[src/hdl/acbc_pkg.sv]
// ----------------------------------------------------------------------------
// acbc_pkg: shared types and functions for the AES-256 CBC encrypt unit
// Holds the S-box table, the round functions and the queue entry type.
// ----------------------------------------------------------------------------
`default_nettype none

package acbc_pkg;

	localparam int unsigned ROUNDS    = 14;
	localparam int unsigned BLK_BYTES = 16;

	// configuration register indexes
	localparam logic [2:0] REG_KEY0    = 3'd0;
	localparam logic [2:0] REG_KEY1    = 3'd1;
	localparam logic [2:0] REG_KEY2    = 3'd2;
	localparam logic [2:0] REG_KEY3    = 3'd3;
	localparam logic [2:0] REG_IV_HIGH = 3'd4;
	localparam logic [2:0] REG_IV_LOW  = 3'd5;

	// one block waiting for the round engine
	typedef struct packed {
		logic [127:0] data;
		logic         first;
		logic         last;
	} acbc_entry_t;

	typedef enum logic [1:0] {
		ENG_IDLE,
		ENG_RUN,
		ENG_DONE
	} acbc_eng_state_t;

	// byte 0 in the top bits
	localparam logic [2047:0] SBOX_TABLE = {
		128'h637c777bf26b6fc53001672bfed7ab76,
		128'hca82c97dfa5947f0add4a2af9ca472c0,
		128'hb7fd9326363ff7cc34a5e5f171d83115,
		128'h04c723c31896059a071280e2eb27b275,
		128'h09832c1a1b6e5aa0523bd6b329e32f84,
		128'h53d100ed20fcb15b6acbbe394a4c58cf,
		128'hd0efaafb434d338545f9027f503c9fa8,
		128'h51a3408f929d38f5bcb6da2110fff3d2,
		128'hcd0c13ec5f974417c4a77e3d645d1973,
		128'h60814fdc222a908846eeb814de5e0bdb,
		128'he0323a0a4906245cc2d3ac629195e479,
		128'he7c8376d8dd54ea96c56f4ea657aae08,
		128'hba78252e1ca6b4c6e8dd741f4bbd8b8a,
		128'h703eb5664803f60e613557b986c11d9e,
		128'he1f8981169d98e949b1e87e9ce5528df,
		128'h8ca1890dbfe6426841992d0fb054bb16
	};

	function automatic logic [7:0] sbox(input logic [7:0] x);
		logic [10:0] pos;
		pos = {~x, 3'b000};
		return SBOX_TABLE[pos +: 8];
	endfunction

	function automatic logic [7:0] xtime(input logic [7:0] x);
		return {x[6:0], 1'b0} ^ (x[7] ? 8'h1b : 8'h00);
	endfunction

	function automatic logic [31:0] sub_word(input logic [31:0] w);
		return {sbox(w[31:24]), sbox(w[23:16]), sbox(w[15:8]), sbox(w[7:0])};
	endfunction

	// SubBytes and ShiftRows; byte j sits at bits (15-j)*8
	function automatic logic [127:0] sub_shift(input logic [127:0] s);
		logic [127:0] t;
		int unsigned  src;
		for (int c = 0; c < 4; c++) begin
			for (int r = 0; r < 4; r++) begin
				src = r + 4 * ((c + r) % 4);
				t[(15 - (r + 4 * c)) * 8 +: 8] = sbox(s[(15 - src) * 8 +: 8]);
			end
		end
		return t;
	endfunction

	function automatic logic [127:0] mix_cols(input logic [127:0] s);
		logic [127:0] t;
		logic [7:0]   a0, a1, a2, a3, all;
		for (int c = 0; c < 4; c++) begin
			a0  = s[(15 - 4 * c) * 8 +: 8];
			a1  = s[(14 - 4 * c) * 8 +: 8];
			a2  = s[(13 - 4 * c) * 8 +: 8];
			a3  = s[(12 - 4 * c) * 8 +: 8];
			all = a0 ^ a1 ^ a2 ^ a3;
			t[(15 - 4 * c) * 8 +: 8] = a0 ^ all ^ xtime(a0 ^ a1);
			t[(14 - 4 * c) * 8 +: 8] = a1 ^ all ^ xtime(a1 ^ a2);
			t[(13 - 4 * c) * 8 +: 8] = a2 ^ all ^ xtime(a2 ^ a3);
			t[(12 - 4 * c) * 8 +: 8] = a3 ^ all ^ xtime(a3 ^ a0);
		end
		return t;
	endfunction

endpackage

`default_nettype wire

[src/hdl/acbc_queue.sv]
// ----------------------------------------------------------------------------
// acbc_queue: two-entry queue between front and round engine
// Lets the front keep taking blocks while the engine is busy.
// ----------------------------------------------------------------------------
`default_nettype none

module acbc_queue (
	input  wire logic                 clk,
	input  wire logic                 arst_n,
	input  wire logic                 push_valid,
	output logic                      push_ready,
	input  wire acbc_pkg::acbc_entry_t push_entry,
	output logic                      pop_valid,
	input  wire logic                 pop_ready,
	output acbc_pkg::acbc_entry_t     pop_entry
);

	acbc_pkg::acbc_entry_t slot_q [2];
	logic       wr_q;
	logic       rd_q;
	logic [1:0] cnt_q;
	logic       push;
	logic       pop;

	assign push_ready = (cnt_q != 2'd2);
	assign pop_valid  = (cnt_q != 2'd0);
	assign pop_entry  = slot_q[rd_q];
	assign push       = push_valid && push_ready;
	assign pop        = pop_valid && pop_ready;

	always_ff @(posedge clk) begin
		if (push) begin
			slot_q[wr_q] <= push_entry;
		end
	end

	always_ff @(posedge clk or negedge arst_n) begin
		if (!arst_n) begin
			wr_q  <= 1'b0;
			rd_q  <= 1'b0;
			cnt_q <= 2'd0;
		end else begin
			if (push) begin
				wr_q <= !wr_q;
			end
			if (pop) begin
				rd_q <= !rd_q;
			end
			if (push && !pop) begin
				cnt_q <= cnt_q + 2'd1;
			end else if (pop && !push) begin
				cnt_q <= cnt_q - 2'd1;
			end
		end
	end

endmodule

`default_nettype wire

[config.mk]
export PLATFORM = sky130hd
export DESIGN_NAME = acbc_queue
export DESIGN_NICKNAME = d
export VERILOG_FILES = /design/src/hdl/acbc_pkg.sv /design/src/hdl/acbc_queue.sv
export SDC_FILE = /design/constraint.sdc
export NUM_CORES = 1
export LEC_CHECK = 0
export BUFFER_PORTS_ARGS = -buffer_cell sky130_fd_sc_hd__buf_2
export CAP_MARGIN = 20
export CORE_ASPECT_RATIO = 0.5
export CORE_MARGIN = 1
export CORE_UTILIZATION = 47
export CTS_CLUSTER_DIAMETER = 120
export DETAILED_ROUTE_END_ITERATION = 16
export HOLD_SLACK_MARGIN = 0.06
export PLACE_DENSITY = 0.75
export SYNTH_ARGS = -nofsm -noshare
export SYNTH_HDL_FRONTEND = slang
export SYNTH_SLANG_ARGS = --single-unit
export TNS_END_PERCENT = 100
[constraint.sdc]
create_clock -name clk -period 6.45 [get_ports clk]
set_input_delay 0.3225 -clock clk [delete_from_list [all_inputs] [get_ports clk]]
set_output_delay 0.3225 -clock clk [all_outputs]
set_load 0.005 [all_outputs]
==> qor_table.md <==
| Group | Item | Reported |
|:---|:---|:---|
| final layout | Net count of the finished layout | 969 |
| route | Iter 0 DRT Violations | 253 |
| pwr | Switching Fraction | 27.21% |
| clock network | Number of sinks on the clock net | 264 |
| clock network | H-tree depth | 1 |
| critical path | Depth of the critical timing path with buffers and inverters included | 3 |
| sta | Pins over their slew limit | 0 |
| sta | Min Clock Period, post-route | 3134 ps |
| sta | Setup TNS | 0 ps |
| final layout | Share of cells above drive strength 1 | 51.53% |
| critical path | Data required time of the worst path | 6130 ps |
| critical path | Master of the slowest instance on the critical path | sky130_fd_sc_hd__dfrtp_4 |
| floorplanning | Initial cell density of the core | 48.19% |
| place | Pre-CTS worst setup slack | 3719 ps |
| clock network | Root buffer cell | sky130_fd_sc_hd__clkbuf_16 |
| sta | Worst Slack Setup Final | 3316 ps |
| critical path | Buffers and inverters on the worst path | 2 |
| pwr | Combinational power share | 29.6% |
| pwr | PwrDens | 407.8 mW/mm2 |
| yosys | Combinational family with the most area after synthesis | multiplexers |
| floorplanning | Area of the core region | 0.02065 mm2 |
| pwr | Cell internal pwr | 0.004036 W |
| global route | Pin count of the biggest net entering global routing | 111 |
| sta | Worst-margin pin slew | 1052 ps |
| place | Count of buffers from port buffering | 265 |
| pwr | Part of the power in the clock network | 24.9% |
| yosys | Simple logic cell fraction of the synthesized area | 0.3395% |
| critical path | Crit. End Element | output port |
| sta | Number of hold violations in the final report | 0 |
| sta | FMAX | 319.1 MHz |
| sta | Crit share post-route | 48.59% |
| clock network | TritonCTS clock tree | built |
| route | Wire length reported by the detailed router | 20,220 um |
| critical path | Worst reg2reg path depth | 3 |
| yosys | Synth Net Count | 558 |
| route | Vias per std cell | 4.808 |
| yosys | Synthesized netlist cell count | 423 |
| place | GP Congestion | 0.7002 |
| pwr | Maximum vdd ir drop | 0.3332 mV |
| pwr | Net switching power | 0.001509 W |
| yosys | Area share of the largest cell type after synthesis | 78.46% |
| critical path | Largest driver fanout on the critical path | 50 |
| yosys | Count of yosys warnings during synthesis | 0 |
| clock network | Num CTS Buffers | 24 |
| route | Initial DRT Pass Iterations | 4 |
| floorplanning | Vert. Die Dim | 104.9 um |
| place | Sum of net half-perimeters after detailed placement | 11,600 um |
| sta | Max-Slew Margin vs Limit | 29.85% |
| critical path | Worst setup path startpoint | rd_q |
| critical path | Cell Chain, Critical Path | buf_4, mux2_4, buf_2 |
| route | Average routed wire per standard cell | 18.02 um |
| critical path | Slack of the worst reg-to-reg path | 3730 ps |
| clock network | Max Buffers Root-to-Sink | 3 |
| floorplanning | Horiz. Die Dim | 207.8 um |
| yosys | Mean instance size in the synthesized netlist | 23.52 um2 |
| yosys | Share of flip-flops with an asynchronous set or reset | 1.515% |
| pwr | Pleak | 5.382 nW |
| flow run | Count of max-cap constraint violations | 0 |
| yosys | Post-synthesis register bit count | 264 |
| floorplanning | Total die area | 0.02179 mm2 |
| global route | Wire length of the first global-routing pass | 31,220 um |
| critical path | Launching point of the worst reg2reg path | cnt_q[0] |
| yosys | Commonest register cell after synthesis | sky130_fd_sc_hd__edfxtp_1 |
| pwr | Sequential Power Share | 45.5% |
| critical path | Data arrival at the endpoint of the critical path | 2810 ps |
| global route | Aggregate global-route resource usage | 18.53% |
| yosys | Number of flops mapped to enable cells by yosys | 260 |
| global route | Initial antenna violation count | 1 |
| clock network | Clock latency reported for the late side of the worst-skew pair | 520 ps |
| critical path | Endpoint of the worst setup timing path | pop_entry[58] |
| sta | Clock Skews | 20.23 ps |
| clock network | Post-CTS resize count | 0 |
| yosys | Cell Area, Synth | 0.009951 mm2 |
| pwr | Design Power | 0.005545 W |
| yosys | Cell types with the largest area share after synthesis | sky130_fd_sc_hd__edfxtp_1 78%, sky130_fd_sc_hd__mux2_4 14%, sky130_fd_sc_hd__mux2_2 4.5% |
| yosys | Seq/Total Area, Yosys | 79.47% |
| critical path | Type of the worst setup path | reg2out |
| min path | Class of the worst hold path | in2reg |
| critical path | Critical Path Source Type | register |
| clock network | Reg clk slew, reported paths | 60 ps |
| critical path | Reg-to-reg endpoint | slot_q[1][54] |
| global route | Number of global-route vias before repair | 5,824 |
| critical path | Delay contributed by the slowest stage of the critical path | 930 ps |
| sta | RSZ-0062 raised after global routing | false |
| floorplanning | Standard-cell row count | 37 |
| yosys | XOR/XNOR share of the synthesized area | 0.4401% |
| sta | Final count of negative-setup-slack endpoints | 0 |
| final layout | Relative area change from synthesis to final layout | 36.64% |
| critical path | Cell type group with the largest total delay on the critical path | flip-flops |
| final layout | Core Util, Final | 65.85% |
| yosys | Adder and majority cell fraction of the synthesized area | 0.1257% |
| route | Routed Antenna Nets | 0 |
| yosys | Leading area contributor after synthesis | sky130_fd_sc_hd__edfxtp_1 |
| status | Result of the run | finished clean |
| global route | Leftover overflow at the end of global routing | 0 |
| floorplanning | Total I/O pin count | 266 |
| yosys | Number of different library cells in the post-synthesis netlist | 16 |
| yosys | Synthesized-area fraction occupied by ao, oa, aoi and oai cells | 0% |
| yosys | Mux cell area share after synthesis | 18.11% |
| route | Number of design rule violations left after detail routing | 0 |
| route | Vias after detailed routing | 5,395 |
[worst min-delay path by stage]
stage	slack [ps]	from	depth (start not counted)	to
after floorplan	30	arst_n	0	cnt_q[0]
after global placement	130	arst_n	1	cnt_q[0]
after detailed placement	130	arst_n	1	cnt_q[1]
after CTS	80	pop_ready	3	rd_q
after global routing	100	pop_ready	3	rd_q
final	100	pop_ready	3	rd_q
[flip-flops by register name (all words and copies together), names as in the netlist]
| signal | count |
|---|---|
| slot_q | 260 |
| rd_q | 1 |
| wr_q | 1 |
| cnt_q | 2 |
[cell type report]
type / instances / area (um2)
flip-flops and latches: 264 / 7911
well taps: 273 / 341.6
repair buffers: 400 / 2680
multi-input cells: 143 / 1904
clock buffers: 32 / 681.9
inverters: 1 / 3.754
diodes: 1 / 2.502
clock inverters: 8 / 71.32
fillers: 1390 / 7051
[synth_stat cells (2+ instances only)]
library cell	count
sky130_fd_sc_hd__buf_6	10
sky130_fd_sc_hd__mux2_2	40
sky130_fd_sc_hd__buf_2	4
sky130_fd_sc_hd__edfxtp_1	260
sky130_fd_sc_hd__nor2_1	2
sky130_fd_sc_hd__mux2_4	90
sky130_fd_sc_hd__dfrtp_1	4
sky130_fd_sc_hd__xnor2_1	3
sky130_fd_sc_hd__xor2_1	2
sky130_fd_sc_hd__nand2_1	2
[cell usage in the layout (no fill, tap or decap), types with 3 or more instances in the layout]
| master | instances |
|---|---|
| sky130_fd_sc_hd__buf_2 | 265 |
| sky130_fd_sc_hd__edfxtp_1 | 260 |
| sky130_fd_sc_hd__dlygate4sd3_1 | 131 |
| sky130_fd_sc_hd__mux2_4 | 90 |
| sky130_fd_sc_hd__mux2_2 | 40 |
| sky130_fd_sc_hd__clkbuf_16 | 25 |
| sky130_fd_sc_hd__clkbuf_1 | 4 |
| sky130_fd_sc_hd__xnor2_1 | 3 |
| sky130_fd_sc_hd__clkbuf_8 | 3 |
| sky130_fd_sc_hd__dfrtp_1 | 3 |
| sky130_fd_sc_hd__buf_4 | 3 |
[repair_timing]
item,CTS,global route
hold buffers,131,0
buffers inserted,0,0
hold endpoints to repair,264,0
[logic make-up after synthesis]
logic type / count (synthesis)
XOR/XNOR: 5
flip-flops: 264
AND/OR/NAND/NOR: 7
adder cells (fa/ha/maj): 1
buffers and inverters: 16
multiplexers: 130
[layer usage]
| metal | routed length, um | GRT usage (%) |
|---|---|---|
| met5 | 0 | 0 |
| met4 | 630 | 6.720 |
| met3 | 695 | 3.427 |
| met2 | 11150 | 35.19 |
| met1 | 7744 | 20.84 |
[through the flow]
step / hold slack (ps) / area (um2) / instances
after CTS: 76.44 / 13590 / 1121
after global routing: 100.8 / 13600 / 1122
after global placement: 130.6 / 11530 / 950
after floorplan: 26.91 / 9953 / 423
after detailed placement: 134.7 / 11530 / 950
final: 100.7 / 13600 / 1122
[worst reg2reg max path, stage by stage (launching register included)]
cell,delay [ps]
sky130_fd_sc_hd__dfrtp_1,410
sky130_fd_sc_hd__nand2b_1,180
sky130_fd_sc_hd__and3_4,720
sky130_fd_sc_hd__buf_4,920
[power by group through the flow]
stage / clock [W] / combinational (W) / sequential (W)
6_report: 0.00138 / 0.00164 / 0.00252
3_3_place_gp: 0 / 0.00157 / 0.00253
4_1_cts: 0.00141 / 0.00166 / 0.00252
3_5_place_dp: 0 / 0.00159 / 0.00255
5_1_grt: 0.00147 / 0.00175 / 0.00256
2_1_floorplan: 0 / 0.00111 / 0.00249
(Power assumes the default switching activity.)
