## src/hdl/acbc_pkg.sv

```systemverilog
// ----------------------------------------------------------------------------
// acbc_pkg: shared types and functions for the AES-256 CBC encrypt unit
// Holds the S-box table, the round functions and the queue entry type.
// ----------------------------------------------------------------------------
`default_nettype none

package acbc_pkg;

	localparam int unsigned ROUNDS    = 14;
	localparam int unsigned BLK_BYTES = 16;

	// configuration register indexes
	localparam logic [2:0] REG_KEY0    = 3'd0;
	localparam logic [2:0] REG_KEY1    = 3'd1;
	localparam logic [2:0] REG_KEY2    = 3'd2;
	localparam logic [2:0] REG_KEY3    = 3'd3;
	localparam logic [2:0] REG_IV_HIGH = 3'd4;
	localparam logic [2:0] REG_IV_LOW  = 3'd5;

	// one block waiting for the round engine
	typedef struct packed {
		logic [127:0] data;
		logic         first;
		logic         last;
	} acbc_entry_t;

	typedef enum logic [1:0] {
		ENG_IDLE,
		ENG_RUN,
		ENG_DONE
	} acbc_eng_state_t;

	// byte 0 in the top bits
	localparam logic [2047:0] SBOX_TABLE = {
		128'h637c777bf26b6fc53001672bfed7ab76,
		128'hca82c97dfa5947f0add4a2af9ca472c0,
		128'hb7fd9326363ff7cc34a5e5f171d83115,
		128'h04c723c31896059a071280e2eb27b275,
		128'h09832c1a1b6e5aa0523bd6b329e32f84,
		128'h53d100ed20fcb15b6acbbe394a4c58cf,
		128'hd0efaafb434d338545f9027f503c9fa8,
		128'h51a3408f929d38f5bcb6da2110fff3d2,
		128'hcd0c13ec5f974417c4a77e3d645d1973,
		128'h60814fdc222a908846eeb814de5e0bdb,
		128'he0323a0a4906245cc2d3ac629195e479,
		128'he7c8376d8dd54ea96c56f4ea657aae08,
		128'hba78252e1ca6b4c6e8dd741f4bbd8b8a,
		128'h703eb5664803f60e613557b986c11d9e,
		128'he1f8981169d98e949b1e87e9ce5528df,
		128'h8ca1890dbfe6426841992d0fb054bb16
	};

	function automatic logic [7:0] sbox(input logic [7:0] x);
		logic [10:0] pos;
		pos = {~x, 3'b000};
		return SBOX_TABLE[pos +: 8];
	endfunction

	function automatic logic [7:0] xtime(input logic [7:0] x);
		return {x[6:0], 1'b0} ^ (x[7] ? 8'h1b : 8'h00);
	endfunction

	function automatic logic [31:0] sub_word(input logic [31:0] w);
		return {sbox(w[31:24]), sbox(w[23:16]), sbox(w[15:8]), sbox(w[7:0])};
	endfunction

	// SubBytes and ShiftRows; byte j sits at bits (15-j)*8
	function automatic logic [127:0] sub_shift(input logic [127:0] s);
		logic [127:0] t;
		int unsigned  src;
		for (int c = 0; c < 4; c++) begin
			for (int r = 0; r < 4; r++) begin
				src = r + 4 * ((c + r) % 4);
				t[(15 - (r + 4 * c)) * 8 +: 8] = sbox(s[(15 - src) * 8 +: 8]);
			end
		end
		return t;
	endfunction

	function automatic logic [127:0] mix_cols(input logic [127:0] s);
		logic [127:0] t;
		logic [7:0]   a0, a1, a2, a3, all;
		for (int c = 0; c < 4; c++) begin
			a0  = s[(15 - 4 * c) * 8 +: 8];
			a1  = s[(14 - 4 * c) * 8 +: 8];
			a2  = s[(13 - 4 * c) * 8 +: 8];
			a3  = s[(12 - 4 * c) * 8 +: 8];
			all = a0 ^ a1 ^ a2 ^ a3;
			t[(15 - 4 * c) * 8 +: 8] = a0 ^ all ^ xtime(a0 ^ a1);
			t[(14 - 4 * c) * 8 +: 8] = a1 ^ all ^ xtime(a1 ^ a2);
			t[(13 - 4 * c) * 8 +: 8] = a2 ^ all ^ xtime(a2 ^ a3);
			t[(12 - 4 * c) * 8 +: 8] = a3 ^ all ^ xtime(a3 ^ a0);
		end
		return t;
	endfunction

endpackage

`default_nettype wire

```

## src/hdl/acbc_front.sv

```systemverilog
// ----------------------------------------------------------------------------
// acbc_front: input side of the AES-256 CBC encrypt unit
// Takes plaintext blocks, applies PKCS#7 padding and marks message start.
// ----------------------------------------------------------------------------
`default_nettype none

module acbc_front (
	input  wire logic                 clk,
	input  wire logic                 arst_n,
	input  wire logic                 in_valid,
	output logic                      in_ready,
	input  wire logic [63:0]          plain_high,
	input  wire logic [63:0]          plain_low,
	input  wire logic                 final_block,
	input  wire logic [4:0]           valid_bytes,
	output logic                      push_valid,
	input  wire logic                 push_ready,
	output acbc_pkg::acbc_entry_t     push_entry
);

	logic         open_q;
	logic         pad_q;
	logic [4:0]   cnt;
	logic [7:0]   pad_byte;
	logic [127:0] blk;
	logic         take;

	assign cnt      = (valid_bytes > 5'd16) ? 5'd16 : valid_bytes;
	assign pad_byte = 8'd16 - {3'b000, cnt};
	assign in_ready = push_ready && !pad_q;
	assign take     = in_valid && in_ready;

	always_comb begin
		blk = {plain_high, plain_low};
		for (int j = 0; j < 16; j++) begin
			if (final_block && (5'(j) >= cnt)) begin
				blk[(15 - j) * 8 +: 8] = pad_byte;
			end
		end
	end

	always_comb begin
		if (pad_q) begin
			push_valid       = 1'b1;
			push_entry.data  = {16{8'h10}};
			push_entry.first = 1'b0;
			push_entry.last  = 1'b1;
		end else begin
			push_valid       = in_valid;
			push_entry.data  = blk;
			push_entry.first = !open_q;
			push_entry.last  = final_block && (cnt != 5'd16);
		end
	end

	always_ff @(posedge clk or negedge arst_n) begin
		if (!arst_n) begin
			open_q <= 1'b0;
			pad_q  <= 1'b0;
		end else begin
			if (take) begin
				open_q <= !final_block;
				pad_q  <= final_block && (cnt == 5'd16);
			end else if (pad_q && push_ready) begin
				pad_q <= 1'b0;
			end
		end
	end

endmodule

`default_nettype wire

```

## config.mk

```make
export PLATFORM = sky130hd
export DESIGN_NAME = acbc_front
export DESIGN_NICKNAME = d
export VERILOG_FILES = /design/src/hdl/acbc_pkg.sv /design/src/hdl/acbc_front.sv
export SDC_FILE = /design/constraint.sdc
export NUM_CORES = 1
export LEC_CHECK = 0
export BUFFER_PORTS_ARGS = -buffer_cell sky130_fd_sc_hd__clkbuf_2
export CELL_PAD_IN_SITES_DETAIL_PLACEMENT = 1
export CELL_PAD_IN_SITES_GLOBAL_PLACEMENT = 2
export CORE_MARGIN = 1
export CORE_UTILIZATION = 12
export CTS_CLUSTER_SIZE = 40
export DETAILED_ROUTE_END_ITERATION = 16
export PLACE_DENSITY = 0.85
export SLEW_MARGIN = 30
export SYNTH_ARGS = -nofsm -noshare
export SYNTH_HDL_FRONTEND = slang
export SYNTH_SLANG_ARGS = --single-unit
```

## constraint.sdc

```tcl
create_clock -name clk -period 2.81 [get_ports clk]
set_input_delay 0.562 -clock clk [delete_from_list [all_inputs] [get_ports clk]]
set_output_delay 0.562 -clock clk [all_outputs]
set_load 0.05 [all_outputs]
```

==> results.tsv, run 1 <==
stage	metric	value	unit
cts	later-pin clock latency in the skew report	0.22	ns
place	Placer Congestion	0.755	
grt	initial antenna violation count	0	
logic_synthesis	Distinct cells, synth	52	
timing	slew at the pin closest to its max-slew limit	0.519	ns
worst_setup_path	WP data arrival	2.24	ns
cts	Clock Tree Buf Depth	2	
timing	TNS Setup	0	ns
layout	Post-Route Utilization	31.9	%
timing	Tmin final	2.81	ns
grt	All-Layer GR Usage	16.0	%
logic_synthesis	EDFF count, synth	0	
worst_setup_path	type of the worst setup path	in -> out	
cts	root buffer cell	clkbuf_16	
timing	Fmax	0.356	GHz
floorplanning	die width	131	um
detailed_routing	final wirelength	14500	um
worst_hold_path	Worst Hold Class	in -> async	
logic_synthesis	Mean Syn Cell Area	6.30	um^2
detailed_routing	post-route ant nets	0	
timing	endpoints failing setup	0	
detailed_routing	DRC Markers	0	
worst_setup_path	CP required	2.25	ns
worst_setup_path	Critical Path Start Type	primary input	
logic_synthesis	Async SR Flop Fraction	100	%
detailed_routing	Starting DRT DRC Count	100	
layout	ANT cells	0	
cts	Clk pin slew, worst setup/hold paths	0.03	ns
timing	final worst-path cycle share	99.9	%
worst_setup_path	Crit Path Max Fanout	11	
floorplanning	die area	17300	um^2
pwr	Max VDD drop	0.262	mV
detailed_routing	vias per cell	4.27	
worst_setup_path	R2R depth	3	
grt	vias in the first global route	3717	
run_status	run status	finished clean	
logic_synthesis	Synth Cell Area	2010	um^2
logic_synthesis	Primary FF master, synth	dfrtp_1	
logic_synthesis	flip-flop and latch count after synthesis	2	
timing	RSZ-0062 raised after global routing	true	
grt	global-route wire length before repair	21700	um
detailed_routing	WL per Instance	16.9	um
timing	final hold vios	0	
timing	max-slew violations	0	
place	Detail Placement HPWL	12000	um
logic_synthesis	Post-Synthesis Cells	319	
floorplanning	Die H	131	um
worst_setup_path	crit end category	output port	
place	Port-buffer cells	269	
cts	htree depth	1	
cts	CTS tree	yes	
grt	GR Overflow Total	0	
cts	# hold bufs at CTS	0	
timing	Worst Skew	0.00399	ns
grt	largest net degree at the start of global routing	57	
floorplanning	core area	16100	um^2
floorplanning	row count	46	
layout	final net count	781	
logic_synthesis	Seq/Total Area, Yosys	2.49	%
pwr	Tot Pwr	0.00186	W
logic_synthesis	syn_nets	461	
timing	Slew headroom	65.4	%
floorplanning	Initial Util	12.5	%
flow_run	max-capacitance violation count	0	
detailed_routing	DR pass1 iterations	4	
cts	cts bufs inserted	3	
pwr	pwr dens	361	nW/um^2
cts	Clock Sinks	2	
floorplanning	I/O Pins	270	
layout	Area growth syn-to-layout	156	%
pwr	Lkg Pwr	2.71	nW
layout	share of cells above drive strength 1	66.6	%
logic_synthesis	synth warn	0	
detailed_routing	via count	3644	
## what timing repair did
action	4_1_cts	5_1_grt
hold endpoints to repair	0	0
setup endpoints to repair	78	49
resized for setup	49	42
buffers inserted	7	5
pin swaps	7	4
## path summary, 6_finish.rpt
path	from	endpoint	slack, ns
max	valid_bytes[4]	push_entry[21]	0.004
min	arst_n	pad_q$_DFFE_PN0P_	0.12
max reg2reg	pad_q$_DFFE_PN0P_	pad_q$_DFFE_PN0P_	1.51
min reg2reg	open_q$_DFFE_PN0P_	open_q$_DFFE_PN0P_	0.55
max in group asynchronous	arst_n	pad_q$_DFFE_PN0P_	2.58
min in group clk	open_q$_DFFE_PN0P_	open_q$_DFFE_PN0P_	0.55
## cells in the final DEF, fill, tap and decap left out, drive strengths merged, types with 2 or more instances in the layout
master,synthesis,layout
a211oi,2,2
a21o,11,11
a21oi,27,27
and2,19,19
and3,31,31
buf,17,119
clkbuf,13,230
dfrtp,2,2
ha,4,4
inv,7,6
mux2i,14,14
nand2,34,34
nand2b,5,5
nand3,10,10
nor2,41,41
nor2b,6,6
nor3,7,7
nor3b,5,5
o211ai,10,10
o21a,10,10
o21ai,19,19
o221a,3,3
o31ai,4,4
## flip-flops by register name (all words and copies together) (netlist names)
register and flops:
open_q 1, pad_q 1
## cell usage after synthesis (5+ instances only)
cell	count	area, um^2
a21o_1	11	82.6
a21oi_1	25	125
and2_1	18	113
and3_1	31	194
buf_2	10	50.1
clkbuf_1	13	48.8
inv_1	7	26.3
mux2i_1	14	140
nand2_1	34	128
nand3_1	10	50.1
nor2_1	39	146
nor2b_1	6	37.5
nor3_1	6	30.0
nor3b_1	5	37.5
o211ai_1	10	75.1
o21a_1	10	75.1
o21ai_0	18	90.1
## power breakdown
group | internal, W | total (W) | switching, W
registers | 0.0000316 | 0.0000334 | 0.00000181
logic | 0.000591 | 0.00160 | 0.00101
clock network | 0.000187 | 0.000222 | 0.0000356
total | 0.000810 | 0.00186 | 0.00105
## logic make-up after synthesis
logic type	count (synthesis)	share of synthesized area [%]
multiplexers	14	6.97
flip-flops	2	2.49
buffers and inverters	37	8.66
XOR/XNOR	1	0.436
adder cells (fa/ha/maj)	4	2.49
AO/OA/AOI/OAI	93	32.8
AND/OR/NAND/NOR	168	46.2
## cell type report
| cell class | instances | area, um^2 |
|---|---|---|
| inverter | 7 | 28.8 |
| fill | 2005 | 11000 |
| tap | 216 | 270 |
| multi-input combinational | 280 | 2080 |
| timing repair buffer | 345 | 2630 |
| clock buffer | 4 | 78.8 |
| sequential | 2 | 51.3 |
## critical path: stages
cell and delay [ns]:
clkbuf_16 0.13, buf_4 0.18, nand2b_1 0.25, buf_4 0.23, a21o_2 0.29, and2_0 0.18
a21o_1 0.17, clkbuf_2 0.23
## per-stage QoR
step	area [um^2]	worst slack (ns)	hold slack [ns]	cells
final	5140	0.00421	0.120	854
after global routing	5140	-0.0780	0.123	854
after CTS	5020	-0.0375	0.121	849
after detailed placement	4700	-0.311	0.352	838
after global placement	4700	-0.249	0.349	838
after floorplan	2220	-0.267	0.266	319
## routing by layer
metal	global-route usage, %	vias to the layer above	wire [um]
met5	0	-	0
met4	1.49	0	33
met3	2.20	4	808
met2	30.5	160	7560
met1	19.4	1706	6050
li1	-	1774	-
Power figures use the tool's default switching activity.
==> inputs of run 2 (changes only) <==
--- a/config.mk
+++ b/config.mk
@@ -5,14 +5,15 @@
 export SDC_FILE = /design/constraint.sdc
 export NUM_CORES = 1
 export LEC_CHECK = 0
+export ABC_AREA = 1
 export BUFFER_PORTS_ARGS = -buffer_cell sky130_fd_sc_hd__clkbuf_2
 export CELL_PAD_IN_SITES_DETAIL_PLACEMENT = 1
 export CELL_PAD_IN_SITES_GLOBAL_PLACEMENT = 2
 export CORE_MARGIN = 1
-export CORE_UTILIZATION = 12
+export CORE_UTILIZATION = 11
 export CTS_CLUSTER_SIZE = 40
 export DETAILED_ROUTE_END_ITERATION = 16
-export PLACE_DENSITY = 0.85
+export PLACE_DENSITY = 0.83
 export SLEW_MARGIN = 30
 export SYNTH_ARGS = -nofsm -noshare
 export SYNTH_HDL_FRONTEND = slang
==> results.tsv, run 2 <==
stage	metric	value	unit	change
logic_synthesis	count leader, synth	nor2_1		
grt	GR Overflow Total	0		unchanged
layout	ANT cells	0		unchanged
logic_synthesis	Distinct cells, synth	39		-25%
place	Post-Place Cells	1010		+21%
pwr	Lkg Pwr	3.07	nW	+13%
detailed_routing	vias per cell	3.99		-6.6%
logic_synthesis	cell taking the most area after synthesis	nor2_1		
logic_synthesis	synth warn	0		unchanged
cts	Clock Tree Buf Depth	2		unchanged
floorplanning	Initial Util	11.3	%	-1.2 points
cts	htree depth	1		unchanged
logic_synthesis	xor and xnor area share after synthesis	0	%	-0.44 points
pwr	Max VDD drop	0.117	mV	-55%
logic_synthesis	Compound-Gate Fraction of Synth Area	24.9	%	-7.9 points
layout	footprint of the multi-input gates	2120	um^2	+1.8%
worst_hold_path	Worst Hold Class	in -> async		
cts	later-pin clock latency in the skew report	0.22	ns	about the same
timing	RSZ-0062 raised after global routing	true		
logic_synthesis	Mean Syn Cell Area	4.83	um^2	-23%
detailed_routing	DRC Markers	0		unchanged
pwr	Tot Pwr	0.00193	W	+3.8%
timing	Tmin final	2.80	ns	-0.00929 ns
logic_synthesis	simple-gate share of the synthesized area	53.6	%	+7.4 points
detailed_routing	WL per Instance	15.0	um	-11%
logic_synthesis	post-synthesis mux area share	0	%	-7.0 points
logic_synthesis	area fraction of the dominant cell type after synthesis	19.3	%	+9.7 points
grt	largest net degree at the start of global routing	30		-47%
timing	Worst Skew	0.00483	ns	+0.000839 ns
layout	share of cells above drive strength 1	60.1	%	-6.5 points
detailed_routing	via count	4083		+12%
pwr	pwr dens	353	nW/um^2	-2.1%
floorplanning	die area	20000	um^2	+16%
timing	max-slew violations	0		unchanged
logic_synthesis	Seq/Total Area, Yosys	2.34	%	-0.15 points
layout	most frequent cells in the layout	202 x clkbuf_2, 82 x nand2_1, 80 x nor2_1		
logic_synthesis	top post-synthesis cells by count	110 x nor2_1, 93 x nand2_1, 51 x inv_1		
timing	final worst-path cycle share	99.5	%	-0.33 points
timing	TNS Setup	0	ns	unchanged
logic_synthesis	Post-Synthesis Cells	442		+39%
cts	cts bufs inserted	3		unchanged
worst_setup_path	CP required	2.25	ns	about the same
worst_setup_path	Crit path max-delay family	buffers and inverters		
logic_synthesis	EDFF count, synth	0		unchanged
worst_setup_path	type of the worst setup path	in -> out		
timing	slew at the pin closest to its max-slew limit	0.445	ns	-0.0741 ns
timing	Slew headroom	70.4	%	+4.9 points
layout	biggest regs	open_q x1, pad_q x1		
floorplanning	Die H	141	um	+7.6%
run_status	run status	finished clean		
timing	endpoints failing setup	0		unchanged
detailed_routing	final wirelength	15400	um	+6.5%
detailed_routing	post-route ant nets	0		unchanged
flow_run	max-capacitance violation count	0		unchanged
floorplanning	row count	50		+8.7%
logic_synthesis	flip-flop and latch count after synthesis	2		unchanged
worst_setup_path	CP cell instances	buf_8, nor2_4, nand2_2, nand2_2, nand2_4, ha_4, buf_6, inv_4, nand2_4, o21ai_4, clkinv_4, o21ai_2, nor2_1, clkbuf_8		
grt	vias in the first global route	4143		+11%
cts	root buffer cell	clkbuf_16		
grt	All-Layer GR Usage	14.8	%	-1.2 points
detailed_routing	DR pass1 iterations	4		unchanged
logic_synthesis	synth top area cells	nor2_1 19%, nand2_1 16%, o21ai_0 9.4%		
logic_synthesis	syn_nets	584		+27%
layout	final net count	907		+16%
worst_setup_path	WP data arrival	2.23	ns	about the same
layout	Layout Cells excl Fill	1024		+20%
floorplanning	I/O Pins	270		unchanged
layout	fill count	2400		+20%
layout	Area growth syn-to-layout	155	%	
worst_setup_path	RR Startpoint	pad_q$_DFFE_PN0P_		
worst_setup_path	crit end category	output port		
logic_synthesis	Async SR Flop Fraction	100	%	unchanged
floorplanning	die width	141	um	+7.6%
timing	Fmax	0.358	GHz	+0.33%
place	Placer Congestion	0.825		+9.3%
grt	initial antenna violation count	0		unchanged
logic_synthesis	Primary FF master, synth	dfrtp_1		
cts	Clock Sinks	2		unchanged
cts	Clk pin slew, worst setup/hold paths	0.03	ns	about the same
worst_setup_path	Critical Path Start Type	primary input		
grt	global-route wire length before repair	22800	um	+4.9%
logic_synthesis	Synth Cell Area	2140	um^2	+6.4%
logic_synthesis	Synth Area in Adders	2.34	%	-0.15 points
cts	CTS tree	yes		
logic_synthesis	largest family of logic cells by synthesized area	simple AND/OR/NAND/NOR gates		
place	Port-buffer cells	269		unchanged
worst_setup_path	slowest cell delay on critical path	0.25	ns	-0.04 ns
layout	commonest non-fill, non-tap cell in the layout	clkbuf_2		
detailed_routing	Starting DRT DRC Count	74		-26%
cts	# hold bufs at CTS	0		unchanged
place	Detail Placement HPWL	12800	um	+6.6%
floorplanning	core area	18900	um^2	+17%
timing	final hold vios	0		unchanged
worst_setup_path	Crit Path Max Fanout	8		-3
worst_setup_path	WP buf/inv	5		+1
worst_setup_path	Crit. Startpoint	valid_bytes[2]		
worst_setup_path	slowest CP cell	o21ai_4		
layout	Seq. cell area	51.3	um^2	unchanged
## run 2: area by class of cell
cell class	instances	share of cell area, %
Clock buffer	4	1.44
Inverter	62	4.45
Multi-Input combinational cell	356	38.9
Sequential cell	2	0.940
Tap cell	260	5.96
Timing Repair Buffer	340	48.3
## run 2: cells by family after synthesis
family / after synthesis
simple gates: 258
compound gates: 94
fa+ha+maj: 4
flops: 2
buf+inv: 84
## run 2: report_power, final
group	leakage, nW	switching [W]	internal [W]
Sequential	0.0246	0.00000279	0.0000316
Clock	0.0382	0.0000372	0.000187
Combinational	3.00	0.00108	0.000592
## run 2: worst paths after layout
| kind | to | slack, ns | cells after the start |
|---|---|---|---|
| worst max-delay path | push_entry[116] | 0.01 | 14 |
| worst min-delay path | pad_q$_DFFE_PN0P_ | 0.12 | 1 |
| worst max register to register | pad_q$_DFFE_PN0P_ | 1.69 | 2 |
| worst min register to register | open_q$_DFFE_PN0P_ | 0.48 | 2 |
| max in group asynchronous | pad_q$_DFFE_PN0P_ | 2.59 | 1 |
| min in group clk | open_q$_DFFE_PN0P_ | 0.48 | 2 |
## run 2: worst register-to-register path, cell delays in order (launching register included)
cell and delay [ns]:
dfrtp_2 0.50, inv_2 0.34, o22ai_1 0.15
## run 2: repair_timing
action / CTS / global route
buffers inserted: 5 / 6
setup endpoints to repair: 59 / 78
resized for setup: 75 / 74
pin swaps: 11 / 18
## run 2: through the flow
| step | utilization, % | setup slack (ns) | instance area [um^2] | hold slack (ns) |
|---|---|---|---|---|
| 2_1_floorplan | - | -0.448 | 2390 | 0.266 |
| 3_3_place_gp | 25.8 | -0.249 | 4870 | 0.349 |
| 3_5_place_dp | 25.8 | -0.335 | 4870 | 0.349 |
| 4_1_cts | 27.9 | -0.0142 | 5260 | 0.114 |
| 5_1_grt | 28.9 | -0.0923 | 5460 | 0.108 |
| 6_report | 28.9 | 0.0135 | 5460 | 0.116 |
## run 2: per-layer routing
metal,track usage [%],vias to the layer above,wire (um),share of wire [%]
met5,0,-,0,0
met4,2.09,0,48,0.31
met3,2.70,4,933,6.1
met2,28.3,146,8020,52
met1,17.4,1892,6390,42
li1,-,2041,-,-
